--- config.mk ---
export PLATFORM = sky130hd
export DESIGN_NAME = epoch_seconds_to_calendar_date_top
export DESIGN_NICKNAME = d
export VERILOG_FILES = /design/src/hdl/epdc_pkg.sv /design/src/hdl/epdc_front.sv /design/src/hdl/epdc_fifo.sv /design/src/hdl/epdc_back.sv /design/src/hdl/epoch_seconds_to_calendar_date_top.sv
export SDC_FILE = /design/constraint.sdc
export NUM_CORES = 2
export LEC_CHECK = 0
export ABC_AREA = 0
export BUFFER_PORTS_ARGS = -buffer_cell sky130_fd_sc_hd__buf_2
export CORE_AREA = 10 10 278 280
export DETAILED_ROUTE_END_ITERATION = 10
export DIE_AREA = 0 0 288 290
export GPL_ROUTABILITY_DRIVEN = 0
export PLACE_DENSITY = 0.67
export SLEW_MARGIN = 20
export SYNTH_ARGS = -nofsm -noshare
export SYNTH_HDL_FRONTEND = slang
export SYNTH_SLANG_ARGS = --single-unit
--- constraint.sdc ---
create_clock -name clk -period 11.8 [get_ports clk]
set_clock_uncertainty 0.05 [all_clocks]
set_input_delay 1.77 -clock clk [delete_from_list [all_inputs] [get_ports clk]]
set_output_delay 1.77 -clock clk [all_outputs]
set_load 0.005 [all_outputs]
--- src/hdl/epdc_pkg.sv ---
// package: shared types, constants and calendar helpers for the epoch-to-date converter
`timescale 1ns / 1ps

package epdc_pkg;

  // divisors of the time-of-day split, each taken after its power-of-two factor is
  // shifted off; reciprocals are floor(2^32 / divisor), so the quotient estimate
  // is at most one low for any dividend below 2^32
  localparam logic [9:0]  DAY_DIV    = 10'd675;
  localparam logic [29:0] DAY_RECIP  = 30'd6362914;
  localparam logic [9:0]  HOUR_DIV   = 10'd225;
  localparam logic [29:0] HOUR_RECIP = 30'd19088743;
  localparam logic [9:0]  MIN_DIV    = 10'd15;
  localparam logic [29:0] MIN_RECIP  = 30'd286331153;
  localparam logic [9:0]  WEEK_DIV   = 10'd7;
  localparam logic [29:0] WEEK_RECIP = 30'd613566756;

  // calendar constants, years kept as offset from 1900
  localparam logic [7:0] EPOCH_YEAR_OFS     = 8'd70;
  localparam logic [7:0] NONLEAP_CENTURY    = 8'd200;
  localparam logic [8:0] YEAR_DAYS          = 9'd365;
  localparam logic [8:0] LEAP_YEAR_DAYS     = 9'd366;
  localparam logic [3:0] MONTH_JAN          = 4'd0;
  localparam logic [3:0] MONTH_DEC          = 4'd11;
  localparam logic [3:0] EPOCH_WEEKDAY      = 4'd4;

  // default depth of the queue between front and back
  localparam int FIFO_DEPTH_DEFAULT = 2;

  // item handed from front to back
  typedef struct packed {
    logic [15:0] days;
    logic [4:0]  hour;
    logic [5:0]  minute;
    logic [5:0]  second;
    logic [2:0]  weekday;
  } epdc_item_t;

  // finished result, first field in the highest bits
  typedef struct packed {
    logic [8:0] day_of_year;
    logic [2:0] weekday;
    logic [7:0] years_since_1900;
    logic [3:0] month_index;
    logic [4:0] day_of_month;
    logic [4:0] hour;
    logic [5:0] minute;
    logic [5:0] second;
  } epdc_result_t;

  typedef enum logic [2:0] {
    F_IDLE,
    F_MUL,
    F_REM,
    F_FIX,
    F_PUSH
  } epdc_front_state_t;

  // which constant division the front end is working on
  typedef enum logic [1:0] {
    DIV_DAY,
    DIV_HOUR,
    DIV_MIN,
    DIV_WEEK
  } epdc_div_t;

  typedef enum logic [1:0] {
    B_IDLE,
    B_YEAR,
    B_MONTH,
    B_DONE
  } epdc_back_state_t;

  // gregorian leap test for 1900 + yr over the reachable span 1970..2106
  function automatic logic is_leap(input logic [7:0] yr);
    return (yr[1:0] == 2'b00) && (yr != NONLEAP_CENTURY);
  endfunction

  // month length table, month 0 is january
  function automatic logic [4:0] days_in_month(input logic leap, input logic [3:0] mon);
    logic [4:0] len;
    unique case (mon)
      4'd0:    len = 5'd31;
      4'd1:    len = leap ? 5'd29 : 5'd28;
      4'd2:    len = 5'd31;
      4'd3:    len = 5'd30;
      4'd4:    len = 5'd31;
      4'd5:    len = 5'd30;
      4'd6:    len = 5'd31;
      4'd7:    len = 5'd31;
      4'd8:    len = 5'd30;
      4'd9:    len = 5'd31;
      4'd10:   len = 5'd30;
      4'd11:   len = 5'd31;
      default: len = 5'd31;
    endcase
    return len;
  endfunction

endpackage

--- src/hdl/epdc_front.sv ---
// front end: accepts seconds and splits them into days, hour, minute, second and weekday
`timescale 1ns / 1ps

module epdc_front (
  input  logic               clk,
  input  logic               rst_n,
  input  logic               in_tvalid,
  output logic               in_tready,
  input  logic [31:0]        in_tdata,   // epoch_seconds[31:0]
  output logic               q_push,
  output epdc_pkg::epdc_item_t q_item,
  input  logic               q_full
);
  import epdc_pkg::*;

  epdc_front_state_t state_r, state_nxt;
  epdc_div_t   phase_r, phase_nxt;
  logic [24:0] num_r, num_nxt;
  logic [6:0]  lo_r, lo_nxt;
  logic [15:0] q_r, q_nxt;
  logic [10:0] rem_r, rem_nxt;
  logic [15:0] days_r, days_nxt;
  logic [4:0]  hour_r, hour_nxt;
  logic [5:0]  minute_r, minute_nxt;
  logic [5:0]  second_r, second_nxt;
  logic [2:0]  wk_r, wk_nxt;

  logic [9:0]  div_c;
  logic [29:0] recip_c;
  logic [54:0] prod;
  logic [25:0] q_times_div;
  logic [25:0] rem_full;
  logic        rem_ge;
  logic [15:0] q_fix;
  logic [9:0]  r_fix;

  // divisor and reciprocal of the current division
  always_comb begin
    unique case (phase_r)
      DIV_DAY: begin
        div_c   = DAY_DIV;
        recip_c = DAY_RECIP;
      end
      DIV_HOUR: begin
        div_c   = HOUR_DIV;
        recip_c = HOUR_RECIP;
      end
      DIV_MIN: begin
        div_c   = MIN_DIV;
        recip_c = MIN_RECIP;
      end
      DIV_WEEK: begin
        div_c   = WEEK_DIV;
        recip_c = WEEK_RECIP;
      end
    endcase
  end

  // reciprocal estimate, remainder, and one-step correction
  always_comb begin
    prod        = {30'd0, num_r} * {25'd0, recip_c};
    q_times_div = {10'd0, q_r} * {16'd0, div_c};
    rem_full    = {1'b0, num_r} - q_times_div;
    rem_ge      = (rem_r >= {1'b0, div_c});
    q_fix       = rem_ge ? q_r + 16'd1 : q_r;
    r_fix       = rem_ge ? 10'(rem_r - {1'b0, div_c}) : rem_r[9:0];
  end

  // next state
  always_comb begin
    state_nxt = state_r;
    unique case (state_r)
      F_IDLE:  if (in_tvalid) state_nxt = F_MUL;
      F_MUL:   state_nxt = F_REM;
      F_REM:   state_nxt = F_FIX;
      F_FIX:   state_nxt = (phase_r == DIV_WEEK) ? F_PUSH : F_MUL;
      F_PUSH:  if (!q_full) state_nxt = F_IDLE;
      default: state_nxt = F_IDLE;
    endcase
  end

  // handshake outputs
  always_comb begin
    in_tready = (state_r == F_IDLE);
    q_push    = (state_r == F_PUSH) && !q_full;
  end

  // datapath next values
  always_comb begin
    phase_nxt  = phase_r;
    num_nxt    = num_r;
    lo_nxt     = lo_r;
    q_nxt      = q_r;
    rem_nxt    = rem_r;
    days_nxt   = days_r;
    hour_nxt   = hour_r;
    minute_nxt = minute_r;
    second_nxt = second_r;
    wk_nxt     = wk_r;
    unique case (state_r)
      F_IDLE: begin
        phase_nxt = DIV_DAY;
        num_nxt   = in_tdata[31:7];
        lo_nxt    = in_tdata[6:0];
      end
      F_MUL: begin
        q_nxt = prod[47:32];
      end
      F_REM: begin
        rem_nxt = rem_full[10:0];
      end
      F_FIX: begin
        unique case (phase_r)
          DIV_DAY: begin
            // time of day shifted right by four feeds the hour split
            days_nxt  = q_fix;
            num_nxt   = {12'd0, r_fix, lo_r[6:4]};
            lo_nxt    = {3'd0, lo_r[3:0]};
            phase_nxt = DIV_HOUR;
          end
          DIV_HOUR: begin
            // seconds within the hour shifted right by two feed the minute split
            hour_nxt  = q_fix[4:0];
            num_nxt   = {15'd0, r_fix[7:0], lo_r[3:2]};
            lo_nxt    = {5'd0, lo_r[1:0]};
            phase_nxt = DIV_MIN;
          end
          DIV_MIN: begin
            minute_nxt = q_fix[5:0];
            second_nxt = {r_fix[3:0], lo_r[1:0]};
            num_nxt    = {9'd0, days_r} + {21'd0, EPOCH_WEEKDAY};
            phase_nxt  = DIV_WEEK;
          end
          DIV_WEEK: begin
            wk_nxt = r_fix[2:0];
          end
        endcase
      end
      default: begin
      end
    endcase
  end

  // queue payload
  always_comb begin
    q_item.days    = days_r;
    q_item.hour    = hour_r;
    q_item.minute  = minute_r;
    q_item.second  = second_r;
    q_item.weekday = wk_r;
  end

  // control state
  always_ff @(posedge clk) begin
    if (!rst_n) begin
      state_r <= F_IDLE;
    end else begin
      state_r <= state_nxt;
    end
  end

  // datapath registers
  always_ff @(posedge clk) begin
    phase_r  <= phase_nxt;
    num_r    <= num_nxt;
    lo_r     <= lo_nxt;
    q_r      <= q_nxt;
    rem_r    <= rem_nxt;
    days_r   <= days_nxt;
    hour_r   <= hour_nxt;
    minute_r <= minute_nxt;
    second_r <= second_nxt;
    wk_r     <= wk_nxt;
  end

endmodule

--- src/hdl/epdc_fifo.sv ---
// small queue of split-up items between front and back
`timescale 1ns / 1ps

module epdc_fifo #(
  parameter int DEPTH = epdc_pkg::FIFO_DEPTH_DEFAULT
) (
  input  logic                 clk,
  input  logic                 rst_n,
  input  logic                 push,
  input  epdc_pkg::epdc_item_t push_item,
  output logic                 full,
  input  logic                 pop,
  output epdc_pkg::epdc_item_t pop_item,
  output logic                 empty
);
  import epdc_pkg::*;

  localparam int PtrW = $clog2(DEPTH);
  localparam int CntW = $clog2(DEPTH + 1);
  localparam logic [PtrW-1:0] LastPtr = PtrW'(DEPTH - 1);
  localparam logic [CntW-1:0] FullCnt = CntW'(DEPTH);

  epdc_item_t          mem_r [DEPTH];
  logic [PtrW-1:0]     wr_ptr_r, wr_ptr_nxt;
  logic [PtrW-1:0]     rd_ptr_r, rd_ptr_nxt;
  logic [CntW-1:0]     cnt_r, cnt_nxt;
  logic                do_push, do_pop;

  // status and read side
  always_comb begin
    full     = (cnt_r == FullCnt);
    empty    = (cnt_r == '0);
    do_push  = push && !full;
    do_pop   = pop && !empty;
    pop_item = mem_r[rd_ptr_r];
  end

  // pointer and count updates
  always_comb begin
    wr_ptr_nxt = wr_ptr_r;
    rd_ptr_nxt = rd_ptr_r;
    cnt_nxt    = cnt_r;
    if (do_push) wr_ptr_nxt = (wr_ptr_r == LastPtr) ? '0 : wr_ptr_r + 1'b1;
    if (do_pop)  rd_ptr_nxt = (rd_ptr_r == LastPtr) ? '0 : rd_ptr_r + 1'b1;
    if (do_push && !do_pop)      cnt_nxt = cnt_r + 1'b1;
    else if (do_pop && !do_push) cnt_nxt = cnt_r - 1'b1;
  end

  always_ff @(posedge clk) begin
    if (!rst_n) begin
      wr_ptr_r <= '0;
      rd_ptr_r <= '0;
      cnt_r    <= '0;
    end else begin
      wr_ptr_r <= wr_ptr_nxt;
      rd_ptr_r <= rd_ptr_nxt;
      cnt_r    <= cnt_nxt;
    end
  end

  // storage
  always_ff @(posedge clk) begin
    if (do_push) mem_r[wr_ptr_r] <= push_item;
  end

endmodule

--- src/hdl/epdc_back.sv ---
// back end: walks years and months off the day count and holds the result beat
`timescale 1ns / 1ps

module epdc_back (
  input  logic                 clk,
  input  logic                 rst_n,
  input  logic                 q_empty,
  output logic                 q_pop,
  input  epdc_pkg::epdc_item_t q_item,
  output logic                 out_tvalid,
  input  logic                 out_tready,
  output logic [47:0]          out_tdata
);
  import epdc_pkg::*;

  epdc_back_state_t state_r, state_nxt;
  epdc_item_t   item_r, item_nxt;
  logic [15:0]  days_r, days_nxt;
  logic [7:0]   yr_r, yr_nxt;
  logic [3:0]   mon_r, mon_nxt;
  logic [8:0]   yday_r, yday_nxt;
  epdc_result_t res_r, res_nxt;
  logic         out_valid_r, out_valid_nxt;

  logic         leap;
  logic [8:0]   year_len;
  logic [4:0]   month_len;
  logic         year_fits;
  logic         month_fits;
  logic         load_out;

  // year and month length of the current step
  always_comb begin
    leap       = is_leap(yr_r);
    year_len   = leap ? LEAP_YEAR_DAYS : YEAR_DAYS;
    month_len  = days_in_month(leap, mon_r);
    year_fits  = (days_r >= {7'd0, year_len});
    month_fits = (mon_r != MONTH_DEC) && (days_r >= {11'd0, month_len});
  end

  // next state
  always_comb begin
    state_nxt = state_r;
    unique case (state_r)
      B_IDLE:  if (!q_empty) state_nxt = B_YEAR;
      B_YEAR:  if (!year_fits) state_nxt = B_MONTH;
      B_MONTH: if (!month_fits) state_nxt = B_DONE;
      B_DONE:  if (!out_valid_r || out_tready) state_nxt = B_IDLE;
      default: state_nxt = B_IDLE;
    endcase
  end

  // queue and output register control
  always_comb begin
    q_pop    = (state_r == B_IDLE) && !q_empty;
    load_out = (state_r == B_DONE) && (!out_valid_r || out_tready);
    if (load_out)        out_valid_nxt = 1'b1;
    else if (out_tready) out_valid_nxt = 1'b0;
    else                 out_valid_nxt = out_valid_r;
  end

  // datapath next values
  always_comb begin
    item_nxt = item_r;
    days_nxt = days_r;
    yr_nxt   = yr_r;
    mon_nxt  = mon_r;
    yday_nxt = yday_r;
    res_nxt  = res_r;
    unique case (state_r)
      B_IDLE: begin
        item_nxt = q_item;
        days_nxt = q_item.days;
        yr_nxt   = EPOCH_YEAR_OFS;
        mon_nxt  = MONTH_JAN;
      end
      B_YEAR: begin
        if (year_fits) begin
          days_nxt = days_r - {7'd0, year_len};
          yr_nxt   = yr_r + 8'd1;
        end else begin
          yday_nxt = days_r[8:0];
        end
      end
      B_MONTH: begin
        if (month_fits) begin
          days_nxt = days_r - {11'd0, month_len};
          mon_nxt  = mon_r + 4'd1;
        end
      end
      B_DONE: begin
        if (load_out) begin
          res_nxt.second           = item_r.second;
          res_nxt.minute           = item_r.minute;
          res_nxt.hour             = item_r.hour;
          res_nxt.day_of_month     = days_r[4:0] + 5'd1;
          res_nxt.month_index      = mon_r;
          res_nxt.years_since_1900 = yr_r;
          res_nxt.weekday          = item_r.weekday;
          res_nxt.day_of_year      = yday_r;
        end
      end
      default: begin
      end
    endcase
  end

  assign out_tvalid = out_valid_r;
  assign out_tdata  = {2'b00, res_r};

  // control state
  always_ff @(posedge clk) begin
    if (!rst_n) begin
      state_r     <= B_IDLE;
      out_valid_r <= 1'b0;
    end else begin
      state_r     <= state_nxt;
      out_valid_r <= out_valid_nxt;
    end
  end

  // datapath registers
  always_ff @(posedge clk) begin
    item_r <= item_nxt;
    days_r <= days_nxt;
    yr_r   <= yr_nxt;
    mon_r  <= mon_nxt;
    yday_r <= yday_nxt;
    res_r  <= res_nxt;
  end

endmodule

--- src/hdl/epoch_seconds_to_calendar_date_top.sv ---
// top level: unsigned epoch seconds in, broken-down utc date and time out
`timescale 1ns / 1ps

// Converts a 32-bit unsigned count of seconds since 1970-01-01 00:00:00 UTC into
// second, minute, hour, day of month, month (0 is January), year since 1900,
// weekday (0 is Sunday) and day of year, using Gregorian leap years. One input
// beat gives exactly one output beat, in order. The front end takes one beat at a
// time: after accepting it, four divisions by a constant (day count, hour, minute,
// weekday) each take a reciprocal multiply, a remainder and a one-step correction,
// and the split-up item is then pushed. A queue of FIFO_DEPTH entries feeds the
// back end, which removes one whole year per cycle from 1970 on and then one month
// per cycle, so its time per beat grows with the years since 1970 and the month
// index; the slower of the front end and that walk sets the sustained rate. The
// finished result waits in an output register while the next beat is worked on.

module epoch_seconds_to_calendar_date_top #(
  parameter int FIFO_DEPTH = epdc_pkg::FIFO_DEPTH_DEFAULT
) (
  input  logic        clk,
  input  logic        rst_n,
  input  logic        in_tvalid,
  output logic        in_tready,
  input  logic [31:0] in_tdata,   // epoch_seconds[31:0]
  output logic        out_tvalid,
  input  logic        out_tready,
  output logic [47:0] out_tdata   // second[5:0], minute[11:6], hour[16:12],
                                  // day_of_month[21:17], month_index[25:22],
                                  // years_since_1900[33:26], weekday[36:34],
                                  // day_of_year[45:37], zero[47:46]
);
  import epdc_pkg::*;

  logic       q_push;
  logic       q_full;
  logic       q_pop;
  logic       q_empty;
  epdc_item_t q_wr_item;
  epdc_item_t q_rd_item;

  // split seconds into day count, time of day and weekday
  epdc_front u_front (
    .clk       (clk),
    .rst_n     (rst_n),
    .in_tvalid (in_tvalid),
    .in_tready (in_tready),
    .in_tdata  (in_tdata),
    .q_push    (q_push),
    .q_item    (q_wr_item),
    .q_full    (q_full)
  );

  // decoupling queue
  epdc_fifo #(
    .DEPTH (FIFO_DEPTH)
  ) u_fifo (
    .clk       (clk),
    .rst_n     (rst_n),
    .push      (q_push),
    .push_item (q_wr_item),
    .full      (q_full),
    .pop       (q_pop),
    .pop_item  (q_rd_item),
    .empty     (q_empty)
  );

  // year and month walk, output register
  epdc_back u_back (
    .clk        (clk),
    .rst_n      (rst_n),
    .q_empty    (q_empty),
    .q_pop      (q_pop),
    .q_item     (q_rd_item),
    .out_tvalid (out_tvalid),
    .out_tready (out_tready),
    .out_tdata  (out_tdata)
  );

endmodule

== Yosys cells after proc, flatten, opt, wreduce, memory -nomap -nowiden ==
Memories as Yosys holds them, arrays and structs flattened. A register that Yosys moved wholly into a read port is not among the register bits.
Index checks and enable logic that the tools add are counted.

* Word-level logic and storage cells: 166
* RAM bits: 72
* Input bits: 36
* Register bits after elaboration: 210
* Output and inout port bits: 50
* Memories kept: 1

{| class="wikitable"
|+ Memory list
! memory !! words !! width !! rd ports !! clocked after Yosys merged registers in !! write ports !! line !! source
|-
| u_fifo.mem_r || 2 || 36 || 1 || 1 || 1 || epdc_fifo.sv:23 || <nowiki>epdc_item_t mem_r [DEPTH];</nowiki>
|}

* Multiply operators: 2
* Reduce and logical (&&, ||, !) cells: 42
* Add/subtract/negate cells: 13
* $lt $le $gt $ge: 3
* Eq/ne operators: 30
* Bitwise logic cells: 2
* Multiplexer cells: 39

{| class="wikitable"
|+ Operators with widths
! kind !! number
|-
| $pmux W30 S4 || 1
|-
| $pmux W25 S3 || 1
|-
| $pmux W25 S2 || 1
|-
| $mul A25 B30 Y48 || 1
|-
| $mux W16 || 3
|-
| $pmux W16 S3 || 1
|-
| $pmux W10 S4 || 1
|-
| $pmux W7 S2 || 2
|-
| $reduce_and A2 Y1 || 12
|-
| $add A16 B3 Y17 const B || 1
|-
| $add A16 B1 Y16 const B || 1
|-
| $ge A16 B5 Y1 || 1
|-
| $ge A16 B9 Y1 || 1
|-
| $mul A16 B10 Y11 || 1
|-
| $pmux W8 S2 || 1
|-
| $sub A16 B5 Y16 || 1
|-
| $sub A16 B9 Y16 || 1
|-
| $pmux W3 S5 || 1
|-
| $mux W2 || 7
|-
| $ne A2 B2 Y1 const B || 7
|-
| $ge A11 B10 Y1 || 1
|-
| $sub A11 B11 Y11 || 1
|-
| $eq A2 B2 Y1 const B || 5
|-
| $mux W10 || 1
|-
| other kinds (39) || 77
|}

== Logic depth before layout (Yosys ltp) ==
* Depth after elaboration: 8
* Mapped depth: 32
* Mapped depth without buffers: 28

== By module ==
Synthesis repeated with hierarchy kept, for this count alone.

* Cell total of the unflattened synthesis: 2991
* Area total of the unflattened synthesis: 31813.0 µm²

{| class="wikitable"
|+ Modules (own cells, without submodules)
! module !! instances !! area each (µm²) !! cells each !! seq. area each (µm²)
|-
| epdc_front || 1 || 24173.2 || 2493 || 2972.9
|-
| epdc_back || 1 || 4810.9 || 361 || 3153.0
|-
| epdc_fifo || 1 || 2829.0 || 137 || 2262.2
|}

== Worst setup path after synthesis ==
No wires, ideal clock.

* Kind: register to register
* Start point: register u_front.phase_r[0]
* End point: register u_front.q_r[13], data pin
* Path buffers: 4
* Cell stages (with the launch flop): 29
* Setup slack: 3.526 ns
* Period minus slack after synthesis: 8.274 ns
* Required time: 11.485 ns
* Setup time: 0.265 ns
* Arrival: 7.959 ns
* Path through: edfxtp_1 -> clkbuf_1 -> inv_1 -> buf_1 -> ha_1 -> clkbuf_1 -> clkbuf_1 -> inv_1 -> a21oi_1 -> fa_1 -> fa_1 -> fa_1 -> inv_1 -> fa_1 -> inv_1 -> fa_1 -> inv_1 -> fa_1 -> inv_1 -> fa_1 -> ha_1 -> a21oi_1 -> o22ai_1 -> nor3_1 -> o211ai_1 -> o32ai_2 -> o31ai_4 -> nor4b_1 -> or3_1

* Longest elaborated chain between the ends: 3
* Elaborated cells on any way between the ends: 6
* Those cells by class: mul: 1; eq/ne: 3; mux: 1; reduce/logical: 1

{| class="wikitable"
|+ Ends and longest elaborated chain
! item !! line !! source
|-
| start: declaration || epdc_front.sv:17 || <nowiki>epdc_div_t phase_r, phase_nxt;</nowiki>
|-
| start signal: assignment || epdc_front.sv:164 || <nowiki>phase_r <= phase_nxt;</nowiki>
|-
| $eq A2 B2 Y1 (tied with other cells) || epdc_front.sv:39 || <nowiki>unique case (phase_r)</nowiki>
|-
| $pmux W30 S4 (*) || epdc_front.sv:39 ||
|-
| $mul A25 B30 Y48 (*) || epdc_front.sv:61 || <nowiki>prod = {30'd0, num_r} * {25'd0, recip_c};</nowiki>
|-
| net u_front.prod[45] || epdc_front.sv:30 || <nowiki>logic [54:0] prod;</nowiki>
|-
| end signal: assignment || epdc_front.sv:167 || <nowiki>q_r <= q_nxt;</nowiki>
|-
| end: declaration || epdc_front.sv:20 || <nowiki>logic [15:0] q_r, q_nxt;</nowiki>
|}

The timed path passes the listed nets; every way through them passes the cells marked *. The select of a mux whose other input is x is not followed.
A chain may end at the register's enable or synchronous reset.

== Worst setup path in the final report ==
Same ends and word-level chain as after synthesis.

==> flow_metrics.env <==
export IMPL_status="finished, final reports clean"
export IMPL_startpoint_type="flip-flop"
export IMPL_rr_endpoint="u_front.q_r[13]$_DFFE_PP_"
export IMPL_drive_above_1_share_pct=6.58
export IMPL_dieArea_sq_mm=0.0835
export IMPL_slowest_delay_ns=0.59
export IMPL_vias_per_cell=5.17
export IMPL_clkTransAtPathRegs_ns=0.07
export IMPL_wl_per_cell_um=20.1
export IMPL_crit_type="flip-flop to flip-flop"
export IMPL_grt_overflow_total=0
export IMPL_clkLatencyLatePin_ns=0.55
export IMPL_core_sq_mm=0.0714
export IMPL_rrSetupSlack_ns=3.02
export IMPL_final_setup_tns_ns=0
export IMPL_synth_area_leaders="fa_1 (29%), edfxtp_1 (26%), ha_1 (14%)"
export IMPL_yosys_warnings=0
export IMPL_syn_inst=3028
export IMPL_tightest_slew_ns=1.03
export IMPL_wl_um=81900
export IMPL_diodes=0
export IMPL_cts_sink_count=283
export IMPL_grt_pass1_wl_um=128000
export IMPL_hpwlAfterDp_um=68800
export IMPL_multiInputGateArea_sq_mm=0.0203
export IMPL_numCtsBuffers=25
export IMPL_grt_max_degree=47
export IMPL_firstDrtPassIters=7
export IMPL_die_h_um=290
export IMPL_min_path_cells=0
export IMPL_layout_common_cells="inv_1 (796), fa_1 (468), ha_1 (366)"
export IMPL_cts_tree="done"
export IMPL_dr_first_iter_drc_count=1687
export IMPL_netlist_area_leader_share_pct=29.3
export IMPL_min_to="u_back.out_tdata[10]$_DFFE_PP_"
export IMPL_cap_violations=0
export IMPL_period_minus_slack_ns=8.78
export IMPL_path_buf_inv=8
export IMPL_cp_arrival_ns=9.01
export IMPL_nFillCells=6559
export IMPL_syn2layout_area_growth_pct=7.67
export IMPL_cp_slowest_cell="fa_1"
export IMPL_r2r_start="u_front.phase_r[0]$_SDFFCE_PN0P_"
export IMPL_yosysSeqAreaShare_pct=26.2
export IMPL_htree_levels=1
export IMPL_register_area_sq_mm=0.00839
export IMPL_clk_path_buf_depth=3
export IMPL_cts_setup_buffers=0
export IMPL_synth_seq_cells=283
export IMPL_gr_usage_all_layers_pct=19.8
export IMPL_hold_start="u_back.item_r[13]$_DFFE_PP_"
export IMPL_hold_buffers=0
export IMPL_maxSlewHeadroom_pct=31.5
export IMPL_synth_avg_cell_area_sq_um=10.6
export IMPL_die_x_um=288
export IMPL_grt_pass1_vias=22100
export IMPL_vias=21000
export IMPL_async_reset_ff_share_pct=0
export IMPL_finalSetupViolCount=0
export IMPL_cp_top_family="adder cells"
export IMPL_cp_required_ns=12.03
export IMPL_cts_resized=0
export IMPL_io_pins=86
export IMPL_io_buffers=83
export IMPL_hold_violations=0
export IMPL_cp_end_kind="flip-flop"
export IMPL_reg2reg_depth=28
export IMPL_finalCritPeriodShare_pct=74.4
export IMPL_start_util_pct=44.8
export IMPL_rsz0062_at_grt="false"
export IMPL_synth_cell_area_sq_mm=0.0320
export IMPL_crit_fanout=42
export IMPL_num_rows=98
export IMPL_drc=0
export IMPL_fmax_mhz=114
export IMPL_synth_cell_types=75
export IMPL_fin_nets=3970
export IMPL_synth_edf_count=272
export IMPL_hold_class="flip-flop to flip-flop"
export IMPL_slew_violations=0
export IMPL_synth_largest_area_cell="fa_1"
export IMPL_dominantRegCellSynth="edfxtp_1"
export IMPL_final_common_cell="inv_1"
export IMPL_drt_antenna_violating_nets=0
export IMPL_cts_root_buffer="clkbuf_16"
export IMPL_crit_top_cell="fa_1"
export IMPL_antenna_found_initial=1
[state kept, by name, indices dropped and copies added, names as in the netlist, 7 cells and up, named ones only]
name              count
u_fifo.mem_r         72
u_front.days_r       16
u_back.yday_r         9
u_back.out_tdata     46
u_front.q_r          16
u_front.lo_r          7
u_front.rem_r        11
u_back.item_r        20
u_back.yr_r           8
u_back.days_r        16
u_front.num_r        25
[worst max path at each step]
| stage | startpoint | endpoint | slack [ns] | cells past startpoint |
|---|---|---|---|---|
| final | u_front.phase_r[0]$_SDFFCE_PN0P_ | u_front.q_r[13]$_DFFE_PP_ | 3.02 | 28 |
| after global routing | u_front.phase_r[0]$_SDFFCE_PN0P_ | u_front.q_r[8]$_DFFE_PP_ | 2.64 | 30 |
| after CTS | u_front.phase_r[0]$_SDFFCE_PN0P_ | u_front.q_r[13]$_DFFE_PP_ | 3.16 | 28 |
| after detailed placement | u_front.phase_r[0]$_SDFFCE_PN0P_ | u_front.q_r[13]$_DFFE_PP_ | 3.17 | 29 |
| after global placement | u_front.phase_r[0]$_SDFFCE_PN0P_ | u_front.q_r[15]$_DFFE_PP_ | 3.25 | 26 |
| after floorplan | u_front.phase_r[0]$_SDFFCE_PN0P_ | u_front.q_r[13]$_DFFE_PP_ | 3.53 | 28 |
[through the flow]
step	setup WS [ns]	utilization (%)	area [sq um]	hold slack, ns	cells
finish	3.02	48.2	34400	0.367	4067
global route	2.64	48.2	34400	0.375	4067
CTS	3.16	48.2	34400	0.370	4067
detailed placement	3.17	47.0	33500	0.355	4021
global placement	3.25	47.0	33500	0.350	4021
floorplan	3.53	-	32000	0.350	3036
[Yosys cell counts, drive strengths merged (4+ instances only)]
cell type	count
a211oi	13
a21boi	4
a21o	24
a21oi	68
a221o	6
a221oi	9
a22oi	7
a31oi	11
and2	135
and3	12
buf	10
clkbuf	65
clkinv	7
dfxtp	11
edfxtp	272
fa	468
ha	368
inv	796
mux2	26
mux2i	17
nand2	151
nand2b	18
nand3	34
nand4	19
nor2	119
nor2b	66
nor3	22
nor3b	4
nor4	7
o21a	11
o21ai	62
o21bai	5
o221ai	5
o22ai	13
o31ai	8
or2	7
or3	7
xnor2	63
xor2	37
[layer usage]
layer	wire, um	track usage (%)
met5	0	0
met4	2540	5.48
met3	6770	4.33
met2	38700	32.6
met1	33900	25.8
[worst reg2reg max path: cells and delay by family, from the launching register on]
kind / cells / cell delay [ns]
compound gates: 5 / 1.08
fa+ha+maj: 9 / 4.18
buf+inv: 8 / 1.69
flops: 1 / 0.35
simple gates: 6 / 1.15
[kinds of logic after synthesis]
logic type / after synthesis / synth area share, %
AND/OR/NAND/NOR: 609 / 9.69
other: 2 / 0.0235
XOR/XNOR: 100 / 2.74
flip-flops: 283 / 26.2
buffers and inverters: 878 / 10.4
multiplexers: 43 / 1.45
AO/OA/AOI/OAI: 277 / 5.77
adder cells (fa/ha/maj): 836 / 43.7
[final cells by class]
type                    count  share of cell area [%]
multi-input cells        1875                    59.1
flip-flops and latches    283                    24.4
inverters                 803                    8.76
well taps                 950                    3.45
clock buffers              28                    1.88
repair buffers            110                    1.80
clock inverters            18                   0.647
Power is not shown: default switching activity piles up to over one toggle a cycle in this logic, so the estimate is an artifact.
